===== src/design/itoa_pkg.sv =====
`timescale 1ns / 1ps
// ----------------------------------------------------------------------------
// itoa_pkg
// Shared types, widths and character tables for the integer-to-ASCII unit.
// ----------------------------------------------------------------------------
package itoa_pkg;

    localparam int VALUE_W        = 33;
    localparam int RADIX_W        = 5;
    localparam int CHAR_W         = 8;
    localparam int COUNT_W        = 6;
    localparam int QUOT_W         = 32;
    localparam int DIGIT_W        = 4;
    localparam int MAX_DIGITS_DEF = 32;

    // divider retires this many quotient bits per cycle
    localparam int DIV_BITS_PER_CYC = 4;
    localparam int DIV_CYCLES       = QUOT_W / DIV_BITS_PER_CYC;
    localparam int DIV_CNT_W        = $clog2(DIV_CYCLES);

    localparam logic [RADIX_W-1:0] RADIX_MIN = RADIX_W'(2);
    localparam logic [RADIX_W-1:0] RADIX_MAX = RADIX_W'(16);

    localparam logic [CHAR_W-1:0] CHAR_MINUS = 8'h2D;

    localparam logic [CHAR_W-1:0] LOWER_GLYPHS [16] = '{
        8'h30, 8'h31, 8'h32, 8'h33, 8'h34, 8'h35, 8'h36, 8'h37,
        8'h38, 8'h39, 8'h61, 8'h62, 8'h63, 8'h64, 8'h65, 8'h66
    };
    localparam logic [CHAR_W-1:0] UPPER_GLYPHS [16] = '{
        8'h30, 8'h31, 8'h32, 8'h33, 8'h34, 8'h35, 8'h36, 8'h37,
        8'h38, 8'h39, 8'h41, 8'h42, 8'h43, 8'h44, 8'h45, 8'h46
    };

    typedef enum logic [2:0] {
        S_IDLE,
        S_START,
        S_WAIT,
        S_SIGN,
        S_FETCH,
        S_SHOW
    } t_state;

    typedef struct packed {
        logic                start;
        logic [QUOT_W-1:0]   dividend;
        logic [RADIX_W-1:0]  divisor;
    } t_div_req;

    typedef struct packed {
        logic                done;
        logic [QUOT_W-1:0]   quotient;
        logic [DIGIT_W-1:0]  remainder;
    } t_div_rsp;

    function automatic logic [CHAR_W-1:0] glyph(input logic [DIGIT_W-1:0] d,
                                                 input logic lower);
        if (lower) begin
            return LOWER_GLYPHS[d];
        end
        return UPPER_GLYPHS[d];
    endfunction

endpackage


===== src/design/itoa_if.sv =====
`timescale 1ns / 1ps
// ----------------------------------------------------------------------------
// itoa_if
// Valid/ready channels: number request in, character beats out.
// ----------------------------------------------------------------------------
interface itoa_in_if;
    logic                                valid;
    logic                                ready;
    logic signed [itoa_pkg::VALUE_W-1:0] value;
    logic        [itoa_pkg::RADIX_W-1:0] radix;
    logic                                lower_case;

    modport source (output valid, output value, output radix, output lower_case,
                    input ready);
    modport sink   (input valid, input value, input radix, input lower_case,
                    output ready);
endinterface

interface itoa_out_if;
    logic                          valid;
    logic                          ready;
    logic [itoa_pkg::CHAR_W-1:0]   character;
    logic                          last;
    logic [itoa_pkg::COUNT_W-1:0]  char_count;

    modport source (output valid, output character, output last, output char_count,
                    input ready);
    modport sink   (input valid, input character, input last, input char_count,
                    output ready);
endinterface


===== src/design/itoa_div.sv =====
`timescale 1ns / 1ps
// ----------------------------------------------------------------------------
// itoa_div
// Iterative restoring divider, 32-bit dividend by a base of 2..16.
// Retires DIV_BITS_PER_CYC quotient bits per cycle; done pulses for one cycle.
// ----------------------------------------------------------------------------
module itoa_div (
    input  logic                i_clk,
    input  logic                i_rst_n,
    input  itoa_pkg::t_div_req  i_req,
    output itoa_pkg::t_div_rsp  o_rsp
);

    logic                                r_busy;
    logic                                r_done;
    logic [itoa_pkg::DIV_CNT_W-1:0]      r_cnt;
    logic [itoa_pkg::QUOT_W-1:0]         r_q;
    logic [itoa_pkg::DIGIT_W-1:0]        r_rem;
    logic [itoa_pkg::RADIX_W-1:0]        r_div;

    logic [itoa_pkg::QUOT_W-1:0]         n_q;
    logic [itoa_pkg::DIGIT_W-1:0]        n_rem;
    logic [itoa_pkg::DIGIT_W:0]          w_trial;
    logic                                w_ge;

    // dividend shifts out the top while quotient bits shift in the bottom
    always_comb begin
        n_q     = r_q;
        n_rem   = r_rem;
        w_trial = '0;
        w_ge    = 1'b0;
        for (int j = 0; j < itoa_pkg::DIV_BITS_PER_CYC; j++) begin
            w_trial = {n_rem, n_q[itoa_pkg::QUOT_W-1]};
            w_ge    = (w_trial >= r_div);
            n_q     = {n_q[itoa_pkg::QUOT_W-2:0], w_ge};
            if (w_ge) begin
                n_rem = itoa_pkg::DIGIT_W'(w_trial - r_div);
            end else begin
                n_rem = w_trial[itoa_pkg::DIGIT_W-1:0];
            end
        end
    end

    always_ff @(posedge i_clk) begin
        if (!i_rst_n) begin
            r_busy <= 1'b0;
            r_done <= 1'b0;
            r_cnt  <= '0;
        end else if (i_req.start) begin
            r_busy <= 1'b1;
            r_done <= 1'b0;
            r_cnt  <= '0;
        end else if (r_busy) begin
            r_cnt <= r_cnt + 1'b1;
            if (r_cnt == itoa_pkg::DIV_CNT_W'(itoa_pkg::DIV_CYCLES - 1)) begin
                r_busy <= 1'b0;
                r_done <= 1'b1;
            end
        end else begin
            r_done <= 1'b0;
        end
    end

    always_ff @(posedge i_clk) begin
        if (i_req.start) begin
            r_q   <= i_req.dividend;
            r_rem <= '0;
            r_div <= i_req.divisor;
        end else if (r_busy) begin
            r_q   <= n_q;
            r_rem <= n_rem;
        end
    end

    assign o_rsp.done      = r_done;
    assign o_rsp.quotient  = r_q;
    assign o_rsp.remainder = r_rem;

endmodule


===== src/design/integer_to_ascii_radix_unit.sv =====
`timescale 1ns / 1ps
// ----------------------------------------------------------------------------
// integer_to_ascii_radix_unit
// Converts a signed number to ASCII text in base 2..16, one character a beat.
// ----------------------------------------------------------------------------
// Usage:
//   i_in  : one beat carries value (33-bit signed), radix and lower_case.
//           Radix below 2 acts as 2, above 16 as 16. Ready is high only
//           while the unit is idle.
//   o_out : the text, most significant digit first, a leading '-' for
//           negative values. The final beat has last set and char_count
//           holding the number of characters, sign included; other beats
//           carry a count of zero.
// Sequence:
//   Digits come from repeated division by the divider, one division per
//   digit (start, 8 steps of 4 bits, done). After the last division a
//   minus sign goes out first when negative; the digits are then read back
//   from the digit memory, a registered read, then the beat, per character.
// Reset and stalls:
//   Reset returns the sequencer to idle; any conversion in flight is dropped.
//   A stalled output beat holds its payload until taken; the next character
//   is fetched only after that.
// ----------------------------------------------------------------------------
module integer_to_ascii_radix_unit #(
    parameter int MAX_DIGITS = itoa_pkg::MAX_DIGITS_DEF
) (
    input  logic            i_clk,
    input  logic            i_rst_n,
    itoa_in_if.sink         i_in,
    itoa_out_if.source      o_out
);

    localparam int IW = $clog2(MAX_DIGITS);
    localparam int CW = $clog2(MAX_DIGITS + 1);

    itoa_pkg::t_state                  r_state, n_state;
    logic [itoa_pkg::QUOT_W-1:0]       r_quot, n_quot;
    logic [itoa_pkg::RADIX_W-1:0]      r_base, n_base;
    logic                              r_neg, n_neg;
    logic                              r_case, n_case;
    logic [CW-1:0]                     r_cnt, n_cnt;
    logic [IW-1:0]                     r_idx, n_idx;
    logic [itoa_pkg::DIGIT_W-1:0]      r_rd;
    logic                              w_we;
    logic [itoa_pkg::QUOT_W:0]         w_mag;
    logic [CW:0]                       w_total;
    logic                              w_out_fire;

    logic [itoa_pkg::DIGIT_W-1:0]      mem [MAX_DIGITS];

    itoa_pkg::t_div_req                w_div_req;
    itoa_pkg::t_div_rsp                w_div_rsp;

    itoa_div u_div (
        .i_clk   (i_clk),
        .i_rst_n (i_rst_n),
        .i_req   (w_div_req),
        .o_rsp   (w_div_rsp)
    );

    assign w_div_req.start    = (r_state == itoa_pkg::S_START);
    assign w_div_req.dividend = r_quot;
    assign w_div_req.divisor  = r_base;

    assign w_mag      = i_in.value[itoa_pkg::VALUE_W-1] ? -i_in.value : i_in.value;
    assign w_out_fire = o_out.valid && o_out.ready;

    // next state
    always_comb begin
        n_state = r_state;
        case (r_state)
            itoa_pkg::S_IDLE: begin
                if (i_in.valid) begin
                    n_state = itoa_pkg::S_START;
                end
            end
            itoa_pkg::S_START: begin
                n_state = itoa_pkg::S_WAIT;
            end
            itoa_pkg::S_WAIT: begin
                if (w_div_rsp.done) begin
                    if (w_div_rsp.quotient != '0) begin
                        n_state = itoa_pkg::S_START;
                    end else if (r_neg) begin
                        n_state = itoa_pkg::S_SIGN;
                    end else begin
                        n_state = itoa_pkg::S_FETCH;
                    end
                end
            end
            itoa_pkg::S_SIGN: begin
                if (o_out.ready) begin
                    n_state = itoa_pkg::S_FETCH;
                end
            end
            itoa_pkg::S_FETCH: begin
                n_state = itoa_pkg::S_SHOW;
            end
            itoa_pkg::S_SHOW: begin
                if (o_out.ready) begin
                    n_state = (r_idx == '0) ? itoa_pkg::S_IDLE : itoa_pkg::S_FETCH;
                end
            end
            default: begin
                n_state = itoa_pkg::S_IDLE;
            end
        endcase
    end

    // datapath updates
    always_comb begin
        n_quot = r_quot;
        n_base = r_base;
        n_neg  = r_neg;
        n_case = r_case;
        n_cnt  = r_cnt;
        n_idx  = r_idx;
        w_we   = 1'b0;
        case (r_state)
            itoa_pkg::S_IDLE: begin
                if (i_in.valid) begin
                    n_quot = w_mag[itoa_pkg::QUOT_W-1:0];
                    n_neg  = i_in.value[itoa_pkg::VALUE_W-1];
                    n_case = i_in.lower_case;
                    n_cnt  = '0;
                    if (i_in.radix < itoa_pkg::RADIX_MIN) begin
                        n_base = itoa_pkg::RADIX_MIN;
                    end else if (i_in.radix > itoa_pkg::RADIX_MAX) begin
                        n_base = itoa_pkg::RADIX_MAX;
                    end else begin
                        n_base = i_in.radix;
                    end
                end
            end
            itoa_pkg::S_WAIT: begin
                if (w_div_rsp.done) begin
                    n_quot = w_div_rsp.quotient;
                    // digits beyond the store are dropped, low digits kept
                    if (r_cnt < CW'(MAX_DIGITS)) begin
                        w_we  = 1'b1;
                        n_cnt = r_cnt + 1'b1;
                    end
                    n_idx = IW'(n_cnt - 1'b1);
                end
            end
            itoa_pkg::S_SHOW: begin
                if (o_out.ready && (r_idx != '0)) begin
                    n_idx = r_idx - 1'b1;
                end
            end
            default: begin
            end
        endcase
    end

    always_ff @(posedge i_clk) begin
        if (!i_rst_n) begin
            r_state <= itoa_pkg::S_IDLE;
        end else begin
            r_state <= n_state;
        end
    end

    always_ff @(posedge i_clk) begin
        r_quot <= n_quot;
        r_base <= n_base;
        r_neg  <= n_neg;
        r_case <= n_case;
        r_cnt  <= n_cnt;
        r_idx  <= n_idx;
    end

    // digit store, least significant digit at index zero
    always_ff @(posedge i_clk) begin
        if (w_we) begin
            mem[r_cnt[IW-1:0]] <= w_div_rsp.remainder;
        end
        r_rd <= mem[r_idx];
    end

    assign w_total = {1'b0, r_cnt} + (CW+1)'(r_neg);

    assign i_in.ready       = (r_state == itoa_pkg::S_IDLE);
    assign o_out.valid      = (r_state == itoa_pkg::S_SIGN) || (r_state == itoa_pkg::S_SHOW);
    assign o_out.character  = (r_state == itoa_pkg::S_SIGN) ? itoa_pkg::CHAR_MINUS
                                                            : itoa_pkg::glyph(r_rd, r_case);
    assign o_out.last       = (r_state == itoa_pkg::S_SHOW) && (r_idx == '0);
    assign o_out.char_count = o_out.last ? itoa_pkg::COUNT_W'(w_total) : '0;

    // no new request while text is still going out
    a_no_accept_while_out: assert property (@(posedge i_clk) disable iff (!i_rst_n)
        !(i_in.valid && i_in.ready && o_out.valid))
        else $error("request accepted while output beat pending");

    // divider results only arrive while the sequencer waits for them
    a_done_in_wait: assert property (@(posedge i_clk) disable iff (!i_rst_n)
        w_div_rsp.done |-> (r_state == itoa_pkg::S_WAIT))
        else $error("divider done outside wait state");

    // the final beat returns the unit to idle
    a_last_to_idle: assert property (@(posedge i_clk) disable iff (!i_rst_n)
        (w_out_fire && o_out.last) |=> (r_state == itoa_pkg::S_IDLE))
        else $error("unit not idle after final beat");

    // at least one digit is stored when the final beat goes out
    a_last_count: assert property (@(posedge i_clk) disable iff (!i_rst_n)
        (o_out.valid && o_out.last) |-> (r_cnt != '0))
        else $error("final beat without digits");

endmodule


===== src/flat_wrapper.sv =====
// flat-port wrapper written by rule: the top's interface ports become plain ports
module integer_to_ascii_radix_unit_flat 
#(
    parameter int MAX_DIGITS = itoa_pkg::MAX_DIGITS_DEF
)
  (i_clk, i_rst_n, i_in_valid, i_in_value, i_in_radix, i_in_lower_case, i_in_ready, o_out_valid, o_out_character, o_out_last, o_out_char_count, o_out_ready);
  itoa_in_if i_in_i ();
  itoa_out_if o_out_i ();
  input  logic i_clk;
  input  logic i_rst_n;
  input wire logic [$bits(i_in_i.valid)-1:0] i_in_valid;
  input wire logic [$bits(i_in_i.value)-1:0] i_in_value;
  input wire logic [$bits(i_in_i.radix)-1:0] i_in_radix;
  input wire logic [$bits(i_in_i.lower_case)-1:0] i_in_lower_case;
  output wire logic [$bits(i_in_i.ready)-1:0] i_in_ready;
  output wire logic [$bits(o_out_i.valid)-1:0] o_out_valid;
  output wire logic [$bits(o_out_i.character)-1:0] o_out_character;
  output wire logic [$bits(o_out_i.last)-1:0] o_out_last;
  output wire logic [$bits(o_out_i.char_count)-1:0] o_out_char_count;
  input wire logic [$bits(o_out_i.ready)-1:0] o_out_ready;
  assign i_in_i.valid = i_in_valid;
  assign i_in_i.value = i_in_value;
  assign i_in_i.radix = i_in_radix;
  assign i_in_i.lower_case = i_in_lower_case;
  assign i_in_ready = i_in_i.ready;
  assign o_out_valid = o_out_i.valid;
  assign o_out_character = o_out_i.character;
  assign o_out_last = o_out_i.last;
  assign o_out_char_count = o_out_i.char_count;
  assign o_out_i.ready = o_out_ready;
  integer_to_ascii_radix_unit #(.MAX_DIGITS(MAX_DIGITS)) u_core (.i_clk(i_clk), .i_rst_n(i_rst_n), .i_in(i_in_i), .o_out(o_out_i));
endmodule

===== config.mk =====
export PLATFORM = sky130hd
export DESIGN_NAME = integer_to_ascii_radix_unit_flat
export DESIGN_NICKNAME = d
export VERILOG_FILES = /design/src/design/itoa_pkg.sv /design/src/design/itoa_if.sv /design/src/design/itoa_div.sv /design/src/design/integer_to_ascii_radix_unit.sv /design/src/flat_wrapper.sv
export SDC_FILE = /design/constraint.sdc
export NUM_CORES = 1
export LEC_CHECK = 0
export CAP_MARGIN = 20
export CORE_ASPECT_RATIO = 1.25
export CORE_MARGIN = 5
export CORE_UTILIZATION = 58
export CTS_BUF_LIST = sky130_fd_sc_hd__clkbuf_16
export CTS_CLUSTER_SIZE = 24
export DETAILED_ROUTE_END_ITERATION = 7
export DONT_BUFFER_PORTS = 1
export GPL_TIMING_DRIVEN = 0
export PLACE_DENSITY = 0.76
export SYNTH_ARGS = -nofsm -noshare
export SYNTH_HDL_FRONTEND = slang
export SYNTH_SLANG_ARGS = --single-unit

===== constraint.sdc =====
create_clock -name i_clk -period 4.9 [get_ports i_clk]
set_input_delay 0.98 -clock i_clk [delete_from_list [all_inputs] [get_ports i_clk]]
set_output_delay 0.98 -clock i_clk [all_outputs]
set_load 0.02 [all_outputs]

==> results by group, run 1 <==
Outcome
  – Status: completed

Route
  – DRT iter0 DRCs: 609
  – Antenna-violating nets left: 0
  – DR WL/cell: 21.0 um
  – DR vias/cell: 5.93
  – Via Count: 7271
  – Remaining DRCs: 0
  – TritonRoute pass-1 iters: 5
  – DRT Wirelength: 25800 um

STA
  – Final setup viols: 0
  – Fin crit share: 99.0%
  – Final setup margin: 0.0503 ns
  – Final hold violations: 0
  – Fin Hold WS: 0.419 ns
  – Period minus WS final: 4.85 ns
  – Clk_skew: 0.0232 ns
  – Fmax: 206 MHz
  – Setup Total Neg Slack: 0 ns
  – Worst Tran Pin Value: 0.972 ns
  – Unrepaired setup endpoints after global routing: true
  – Fin. max-slew vios: 0
  – Relative slew slack: 35.0%

Critical path
  – Crit path DAT: 5.21 ns
  – Max FO, Critical Path: 7
  – CP max stage cell: edfxtp_1
  – Buf/Inv on CP: 0
  – Reg2reg end: u_core.u_div.r_rem[0]$_SDFFE_PP0P_
  – R2r setup slk: 0.05 ns
  – Crit-path cells: ha_4 -> nand2b_4 -> a211oi_4 -> o21bai_4 -> mux2_4 -> ha_4 -> nand2_4 -> o21ai_4 -> nand3_2 -> nand2_4 -> mux2_4 -> ha_4 -> nand2_4 -> o21ai_4 -> mux2i_2 -> ha_1 -> a21o_1 -> a31oi_4 -> o21ai_4 -> nor2_1 -> a21oi_1 -> mux2i_1 -> nor2_1
  – End point of the critical path: u_core.u_div.r_rem[0]$_SDFFE_PP0P_
  – Setup CP Type: reg -> reg
  – R2R cell count: 23
  – Worst setup SP type: flip-flop
  – Crit-path max cell delay: 0.45 ns
  – Top cell family by delay on the critical path: compound AO/OA/AOI/OAI gates
  – CP startpoint: u_core.u_div.r_div[0]$_DFFE_PP_
  – Req. time, crit path: 5.26 ns
  – Levels on crit path: 23
  – RR Startpoint: u_core.u_div.r_div[0]$_DFFE_PP_
  – Crit. End Element: flip-flop

Final layout
  – N_diodes: 0
  – Multi-input gate area: 4520 sq um
  – FF/Latch Area: 6790 sq um
  – Post-route cell area: 12900 sq um
  – Share of cells above drive strength 1: 18.4%
  – Nets: 1025
  – Layout Utilization: 66.5%
  – Final Non-Filler Cells: 1227
  – Fillers: 1375
  – Layout overhead on the synthesized area: 13.9%

Clocking
  – CTS Sinks: 231
  – CTS Buf Count: 23
  – Clk_lat worst skew: 0.51 ns
  – Hold_buf cts: 0
  – CTS tree: built
  – H-tree depth: 1
  – Root buf cell: clkbuf_16
  – Clock transition at the registers of the reported paths: 0.07 ns
  – Clock tree buffer depth: 3

Synth
  – Post-synth EDFFs: 215
  – Synth warn: 0
  – Asr flop ratio synth: 0%
  – Unique masters post-synth: 59
  – Mapped Nets: 969
  – Syn Std Cell Area: 11300 sq um
  – Register area share after synthesis: 60.0%
  – Mean Syn Cell Area: 12.7 sq um
  – Syn Inst Count: 890
  – Primary FF master, synth: edfxtp_1
  – Synthesis-stage register bit count: 231

Floorplan
  – Initial core utilization: 58.4%
  – Die area: 22400 sq um
  – Core Area: 19300 sq um
  – Die H: 166 um
  – I/O pin total: 60
  – Die W: 135 um
  – Site Rows: 57

Pwr
  – Power per cell area: 541 nW/um^2
  – Maximum vdd drop: 0.000499 V
  – Leak Pwr: 4.55 nW
  – Tot Pwr: 6.95 mW

Placement
  – Routability cong.: 0.879
  – Final HPWL DP: 17100 um
  – Placed Cells incl. Taps: 1155
  – Placed Area: 11600 sq um
  – Setup WS pre-CTS: -0.949 ns
  – PortBufs: 0

Global route
  – Global-route wire length before repair: 40200 um
  – Largest net degree at the start of global routing: 38
  – Vias in the first global route: 7341
  – Total global routing track utilization: 23.0%
  – Global route total overflow: 0
  – Initial antenna violation count: 0

Run
  – Reported max-cap violation count: 0

Hold path
  – Hold Path Depth: 0
  – Min-delay worst type: reg -> reg
[Yosys cell counts, types with 11 or more instances]
cell | n | share of area, %
ha_1 | 32 | 3.5
clkbuf_1 | 24 | 0.80
xor2_1 | 36 | 2.8
edfxtp_1 | 215 | 57
a21oi_1 | 33 | 1.5
inv_1 | 28 | 0.93
nand3_1 | 12 | 0.53
nor3_1 | 11 | 0.49
o21ai_0 | 46 | 2.0
dfxtp_1 | 16 | 2.8
nor2_1 | 89 | 3.0
nand2_1 | 155 | 5.2
mux4_2 | 40 | 8.0
xnor2_1 | 14 | 1.1
[area by class of cell]
type	instances	share of cell area, %
Buffer	36	1.29
Clock inverter	18	0.798
Clock buffer	23	4.48
Sequential cell	231	52.8
Multi-Input combinational cell	594	35.2
Tap cell	265	2.58
Timing Repair Buffer	31	1.99
Inverter	29	0.866
[repair_timing]
action	CTS	global route
buffers inserted	16	15
resized for setup	34	22
endpoints found under the setup margin	5	5
pin swaps	7	23
[state kept, by name, summed over array words and instances (netlist names)]
register and flops:
u_core.u_div.r_q 32, u_core.u_div.r_done 1, u_core.r_state 3, u_core.u_div.r_div 5, u_core.r_idx 5, u_core.r_base 5
u_core.mem 128, u_core.u_div.r_busy 1, u_core.r_rd 4, u_core.r_quot 32, u_core.r_neg 1, u_core.r_case 1
u_core.r_cnt 6, u_core.u_div.r_cnt 3, u_core.u_div.r_rem 4
[kinds of logic (layout without fill, tap and decap cells)]
| group | after synthesis | in the layout | share of synthesized area (%) |
|---|---|---|---|
| xor gates and xnor gates | 50 | 50 | 3.88 |
| muxes | 59 | 59 | 9.77 |
| adders and majority gates | 36 | 36 | 4.26 |
| buffers and inverters | 65 | 137 | 2.44 |
| DFF | 231 | 231 | 60.0 |
| AOI/OAI and AO/OA | 122 | 122 | 6.68 |
| other | 1 | 1 | 0.0332 |
| and+or+nand+nor | 326 | 326 | 12.9 |
[worst register-to-register path: stages (launching register included)]
cell      delay, ns
edfxtp_1       0.45
ha_4           0.27
nand2b_4       0.14
a211oi_4       0.30
o21bai_4       0.13
mux2_4         0.34
ha_4           0.31
nand2_4        0.06
o21ai_4        0.16
nand3_2        0.12
nand2_4        0.11
mux2_4         0.32
ha_4           0.29
nand2_4        0.05
o21ai_4        0.21
mux2i_2        0.28
ha_1           0.29
a21o_1         0.19
a31oi_4        0.17
o21ai_4        0.13
nor2_1         0.12
a21oi_1        0.05
mux2i_1        0.14
nor2_1         0.05
[placed cells by master (no fill, tap or decap), types with 5 or more instances in the layout]
cell type    n
clkinv_2     5
or3_1        5
nor2_1      89
mux2i_1      8
buf_4       32
o31ai_1      7
edfxtp_1   215
a21o_1       7
o21ai_0     43
nand2_1    150
nor2b_1      7
ha_4         6
nand2b_1     7
clkbuf_1    24
clkbuf_16   23
xor2_1      36
buf_6        5
nor3_1      11
dfxtp_1     12
mux4_2      40
mux2_2       7
nor4_1      10
ha_1        24
inv_1       29
a21oi_1     27
clkinv_1     7
nand3_1     10
xnor2_1     14
and2_1       5
[how the worst min path moves through the flow]
stage	from	endpoint	slack, ns
2_1_floorplan	u_core.r_base[0]$_SDFFCE_PP0P_	u_core.u_div.r_div[0]$_DFFE_PP_	0.40
3_3_place_gp	u_core.r_base[0]$_SDFFCE_PP0P_	u_core.u_div.r_div[0]$_DFFE_PP_	0.40
3_5_place_dp	u_core.r_base[0]$_SDFFCE_PP0P_	u_core.u_div.r_div[0]$_DFFE_PP_	0.41
4_1_cts	u_core.r_base[0]$_SDFFCE_PP0P_	u_core.u_div.r_div[0]$_DFFE_PP_	0.42
5_1_grt	u_core.r_base[2]$_SDFFCE_PP0P_	u_core.u_div.r_div[2]$_DFFE_PP_	0.43
6_report	u_core.r_base[0]$_SDFFCE_PP0P_	u_core.u_div.r_div[0]$_DFFE_PP_	0.42
[power breakdown]
group	internal, mW	switching (mW)
logic	1.26	1.46
registers	2.49	0.129
clock network	0.902	0.705
total	4.66	2.30
[layer usage]
metal  wire [um]  vias up  track usage, %  part of all wire (%)
met5           0        -               0                     0
li1            -     3377               -                     -
met4         847        0            8.24                   3.3
met3        1710       50            3.70                   6.6
met2       13800      282            41.3                    54
met1        9360     3562            28.0                    36
Note: power is estimated with default switching activity, not from simulation.
==> run 2, diff against run 1 <==
--- a/config.mk
+++ b/config.mk
@@ -8,13 +8,13 @@
 export CAP_MARGIN = 20
 export CORE_ASPECT_RATIO = 1.25
 export CORE_MARGIN = 5
-export CORE_UTILIZATION = 58
+export CORE_UTILIZATION = 50
 export CTS_BUF_LIST = sky130_fd_sc_hd__clkbuf_16
 export CTS_CLUSTER_SIZE = 24
 export DETAILED_ROUTE_END_ITERATION = 7
 export DONT_BUFFER_PORTS = 1
 export GPL_TIMING_DRIVEN = 0
-export PLACE_DENSITY = 0.76
+export PLACE_DENSITY = 0.68
 export SYNTH_ARGS = -nofsm -noshare
 export SYNTH_HDL_FRONTEND = slang
 export SYNTH_SLANG_ARGS = --single-unit
==> run 2 against run 1 <==
The run now ends with setup timing left. Non-clock buffer count down 5. Sequential cell count stayed put. Cell count increased by 1.1%. First-iteration DRC count down 27%. Register-to-register slack worse by 0.08 ns. Global-route usage decreased by 3.1 points. Clock skew shrank 0.0021 ns. Critical path type unchanged. Largest cell class unchanged. Highest routed layer unchanged.
==> results by group, run 2 (synthesis gave the netlist of run 1 again) <==
Critical path
  – Top cell family by delay on the critical path: compound AO/OA/AOI/OAI gates
  – Buf/Inv on CP: 0
  – Crit-path cells: ha_4 -> nand2b_4 -> a211oi_4 -> o21bai_4 -> mux2_4 -> ha_4 -> nand2_4 -> o21ai_4 -> nand3_2 -> nand2_4 -> mux2_4 -> ha_4 -> nand2_4 -> o21ai_4 -> mux2i_2 -> ha_1 -> a21o_1 -> a31oi_4 -> o21ai_4 -> nor2_1 -> a21oi_1 -> mux2i_1 -> nor2_1
  – CP max stage cell: edfxtp_1
  – Crit. End Element: flip-flop
  – Max FO, Critical Path: 7
  – Setup CP Type: reg -> reg
  – Crit path DAT: 5.31 ns
  – Worst setup SP type: flip-flop
  – Req. time, crit path: 5.29 ns
  – Crit-path max cell delay: 0.46 ns

Route
  – DR WL/cell: 20.4 um
  – Remaining DRCs: 0
  – Antenna-violating nets left: 0
  – Via Count: 7058
  – DR vias/cell: 5.69
  – DRT Wirelength: 25300 um
  – TritonRoute pass-1 iters: 7
  – DRT iter0 DRCs: 445

STA
  – Final setup viols: 1
  – Relative slew slack: 35.3%
  – Fmax: 203 MHz
  – Fin. max-slew vios: 0
  – Unrepaired setup endpoints after global routing: true
  – Clk_skew: 0.0210 ns
  – Final hold violations: 0
  – Worst Tran Pin Value: 0.966 ns
  – Fin Hold WS: 0.419 ns
  – Final setup margin: -0.0261 ns
  – Fin crit share: 101%
  – Period minus WS final: 4.93 ns

Global route
  – Total global routing track utilization: 19.9%
  – Vias in the first global route: 7345
  – Initial antenna violation count: 0
  – Global route total overflow: 0
  – Largest net degree at the start of global routing: 38
  – Global-route wire length before repair: 39300 um

Final layout
  – Most frequent cells in the layout: 215 x edfxtp_1, 151 x nand2_1, 89 x nor2_1
  – Share of cells above drive strength 1: 17.6%
  – Most common cell after layout, fill and taps aside: edfxtp_1
  – Nets: 1020
  – Post-route cell area: 12800 sq um
  – Layout Utilization: 57.4%
  – Max reg flops: 128
  – Layout overhead on the synthesized area: 13.4%
  – N_diodes: 0

Hold path
  – Min-delay worst type: reg -> reg

Clocking
  – Hold_buf cts: 0
  – Clock transition at the registers of the reported paths: 0.06 ns
  – H-tree depth: 1
  – Clk_lat worst skew: 0.52 ns
  – CTS tree: built
  – Clock tree buffer depth: 3
  – Root buf cell: clkbuf_16
  – CTS Buf Count: 23
  – CTS Sinks: 231

Floorplan
  – Initial core utilization: 50.6%
  – Core Area: 22300 sq um
  – I/O pin total: 60
  – Die W: 144 um
  – Die H: 178 um
  – Site Rows: 61
  – Die area: 25700 sq um

Placement
  – Routability cong.: 0.819
  – Setup WS pre-CTS: -0.901 ns
  – Placed Area: 11700 sq um
  – PortBufs: 0
  – Final HPWL DP: 17500 um

Pwr
  – Leak Pwr: 4.53 nW
  – Power per cell area: 541 nW/um^2
  – Tot Pwr: 6.92 mW
  – Maximum vdd drop: 0.000482 V

Outcome
  – Status: finished, violations left
  – Failing checks: setup timing

Run
  – Reported max-cap violation count: 0
[run 2: cell types whose count changed in the layout (fill, tap and decap cells not counted), sizes merged]
cell,before,now
buf,43,38
bufinv,1,0
clkinvlp,0,1
clkinv,12,10
inv,34,36
[run 2: power breakdown]
| group | leakage [nW] | switching, mW | internal (mW) |
|---|---|---|---|
| logic | 2.04 | 1.45 | 1.26 |
| clock network | 0.357 | 0.714 | 0.858 |
| registers | 2.13 | 0.146 | 2.49 |
[run 2: per-stage QoR]
step	setup TNS, ns	instances
after floorplan	0	890
after global placement	-4.08	1173
after detailed placement	-4.29	1173
after CTS	0	1231
after global routing	-0.796	1240
final	-0.0261	1240
[run 2: worst paths after layout]
path / start / to / slack, ns / depth (start not counted)
hold / removal: u_core.r_base[4]$_SDFFCE_PP0P_ / u_core.u_div.r_div[4]$_DFFE_PP_ / 0.42 / 0
setup reg to reg: u_core.u_div.r_div[0]$_DFFE_PP_ / u_core.u_div.r_rem[0]$_SDFFE_PP0P_ / -0.03 / 23
setup / recovery: u_core.u_div.r_div[0]$_DFFE_PP_ / u_core.u_div.r_rem[0]$_SDFFE_PP0P_ / -0.03 / 23
hold reg to reg: u_core.r_base[4]$_SDFFCE_PP0P_ / u_core.u_div.r_div[4]$_DFFE_PP_ / 0.42 / 0
[run 2: area by class of cell]
type	count	area, sq um
Buffer	36	166
Clock buffer	23	576
Clock inverter	18	97.6
Fill cell	1817	9490
Inverter	29	111
Multi-Input combinational cell	594	4490
Sequential cell	231	6790
Tap cell	283	354
Timing Repair Buffer	26	214
[run 2: metal layers]
| layer | track usage [%] | vias up | routed length (um) |
|---|---|---|---|
| li1 | - | 3372 | - |
| met1 | 23.4 | 3459 | 9670 |
| met2 | 37.3 | 187 | 13800 |
| met3 | 3.16 | 40 | 1210 |
| met4 | 5.52 | 0 | 642 |
| met5 | 0 | - | 0 |
[run 2: timing repair]
item	4_1_cts	5_1_grt
hold endpoints to repair	0	0
pin swaps	7	22
buffers inserted	17	9
resized for setup	26	25
setup endpoints to repair	5	5
==> run 3, diff against run 2 <==
--- a/config.mk
+++ b/config.mk
@@ -15,6 +15,7 @@
 export DONT_BUFFER_PORTS = 1
 export GPL_TIMING_DRIVEN = 0
 export PLACE_DENSITY = 0.68
+export RECOVER_POWER = 100
 export SYNTH_ARGS = -nofsm -noshare
 export SYNTH_HDL_FRONTEND = slang
 export SYNTH_SLANG_ARGS = --single-unit
==> run 3 against run 2 <==
The flow still finishes with violations (setup timing). Register-to-register slack about the same. Combinational power about the same. Global-route usage unchanged. Cell area decreased by 0.45%. Clock power about the same. Non-clock buffer count unchanged. Highest routed layer unchanged. Hold slack about the same. Critical endpoint unchanged.
==> results by group, run 3 (synthesis gave the netlist of run 1 again) <==
Outcome
  – Status: finished, violations left
  – Failing checks: setup timing

STA
  – Fin crit share: 100%
  – Final setup margin: -0.0181 ns
  – Period minus WS final: 4.92 ns
  – Final hold violations: 0
  – Fmax: 203 MHz
  – Clk_skew: 0.0210 ns
  – Unrepaired setup endpoints after global routing: true
  – Fin. max-slew vios: 0
  – Worst Tran Pin Value: 1.04 ns
  – Relative slew slack: 30.5%
  – Final setup viols: 1

Pwr
  – Switching part of the total power: 33.6%
  – Int Pwr: 4.58 mW
  – Leak Pwr: 4.49 nW
  – Comb power frac: 38.9%
  – Maximum vdd drop: 0.000480 V
  – Clock power frac: 22.9%
  – Power per cell area: 542 nW/um^2
  – Tot Pwr: 6.90 mW
  – P_sw: 2.32 mW
  – Seq pwr share: 38.2%

Critical path
  – Top cell family by delay on the critical path: compound AO/OA/AOI/OAI gates
  – CP max stage cell: edfxtp_1
  – Worst setup SP type: flip-flop
  – Setup CP Type: reg -> reg
  – Crit path DAT: 5.30 ns
  – Crit. End Element: flip-flop
  – Buf/Inv on CP: 0
  – Crit-path max cell delay: 0.46 ns
  – Crit-path cells: ha_4 -> nand2b_4 -> a211oi_4 -> o21bai_4 -> mux2_4 -> ha_4 -> nand2_4 -> o21ai_4 -> nand3_2 -> nand2_4 -> mux2_4 -> ha_4 -> nand2_4 -> o21ai_4 -> mux2i_2 -> ha_1 -> a21o_1 -> a31oi_4 -> o21ai_4 -> nor2_1 -> a21oi_1 -> mux2i_1 -> nor2_1
  – Max FO, Critical Path: 7
  – Req. time, crit path: 5.29 ns

Clocking
  – H-tree depth: 1
  – CTS Buf Count: 23
  – CTS Sinks: 231
  – Root buf cell: clkbuf_16
  – Clock transition at the registers of the reported paths: 0.06 ns
  – CTS tree: built
  – Clock tree buffer depth: 3
  – Clk_lat worst skew: 0.52 ns
  – Hold_buf cts: 0

Route
  – DR vias/cell: 5.72
  – Remaining DRCs: 0
  – TritonRoute pass-1 iters: 5
  – DRT Wirelength: 25400 um
  – Antenna-violating nets left: 0
  – DR WL/cell: 20.5 um
  – Via Count: 7090
  – DRT iter0 DRCs: 412

Global route
  – Initial antenna violation count: 0
  – GR Util met3: 3.16%
  – Total global routing track utilization: 19.9%
  – Global route total overflow: 0
  – Met1 usage: 23.4%
  – Global-route wire length before repair: 39300 um
  – GR peak layer: met2
  – M2 GR Usage: 37.3%
  – Largest net degree at the start of global routing: 38
  – Vias in the first global route: 7345

Final layout
  – Share of cells above drive strength 1: 16.6%
  – Nets: 1020
  – N_diodes: 0
  – Most common cell after layout, fill and taps aside: edfxtp_1
  – Layout overhead on the synthesized area: 12.9%
  – Most frequent cells in the layout: 215 x edfxtp_1, 151 x nand2_1, 89 x nor2_1
  – Max reg flops: 128
  – Layout Utilization: 57.2%

Run
  – Reported max-cap violation count: 0

Placement
  – Routability cong.: 0.819
  – PortBufs: 0
  – Final HPWL DP: 17500 um

Floorplan
  – Core Area: 22300 sq um
  – Initial core utilization: 50.6%
  – Die area: 25700 sq um
  – Site Rows: 61
  – I/O pin total: 60
  – Die H: 178 um
  – Die W: 144 um

Hold path
  – Min-delay worst type: reg -> reg
[run 3: cell types whose count changed in the layout (fill, tap and decap cells not counted), sizes merged]
| cell | previous run | this run |
|---|---|---|
| clkbuf | 47 | 54 |
| buf | 38 | 31 |
[run 3: final timing paths]
check                                                     start                            endpoint  slack, ns  cells past startpoint
worst max-delay path            u_core.u_div.r_div[0]$_DFFE_PP_  u_core.u_div.r_rem[0]$_SDFFE_PP0P_      -0.02                     23
worst min-delay path             u_core.r_base[4]$_SDFFCE_PP0P_     u_core.u_div.r_div[4]$_DFFE_PP_       0.42                      0
worst max register to register  u_core.u_div.r_div[0]$_DFFE_PP_  u_core.u_div.r_rem[0]$_SDFFE_PP0P_      -0.02                     23
worst min register to register   u_core.r_base[4]$_SDFFCE_PP0P_     u_core.u_div.r_div[4]$_DFFE_PP_       0.42                      0
[run 3: layer usage]
layer	vias up	wire length, um
met4	0	654
met5	-	0
li1	3371	-
met3	42	1230
met2	182	13800
met1	3495	9680
[run 3: power by group through the flow]
| stage | registers (mW) | clock network, mW | logic, mW |
|---|---|---|---|
| after global routing | 2.66 | 1.69 | 2.90 |
| after floorplan | 2.65 | 0 | 1.39 |
| final | 2.64 | 1.58 | 2.68 |
| after global placement | 2.75 | 0 | 1.68 |
| after CTS | 2.64 | 1.60 | 2.26 |
| after detailed placement | 2.76 | 0 | 1.74 |
[run 3: cell type report]
| class | instances | area [sq um] |
|---|---|---|
| clock buffer | 23 | 576 |
| fill | 1824 | 9550 |
| buffer | 36 | 155 |
| timing repair buffer | 26 | 176 |
| sequential | 231 | 6790 |
| inverter | 29 | 111 |
| clock inverter | 18 | 97.6 |
| tap | 283 | 354 |
| multi-input combinational | 594 | 4480 |
[run 3: what timing repair did]
item	in CTS	in global routing
resized for setup	26	25
buffers inserted	17	9
setup endpoints to repair	5	5
pin swaps	7	22
[run 3: stage by stage]
step | instance area, sq um | instances | worst slack (ns) | hold slack (ns) | TNS, ns
after floorplan | 11300 | 890 | 0.0678 | 0.400 | 0
after global placement | 11700 | 1173 | -0.861 | 0.401 | -4.08
final | 12700 | 1240 | -0.0181 | 0.419 | -0.0181
after global routing | 12700 | 1240 | -0.229 | 0.428 | -0.797
after detailed placement | 11700 | 1173 | -0.901 | 0.406 | -4.29
after CTS | 12600 | 1231 | 0.00122 | 0.419 | 0
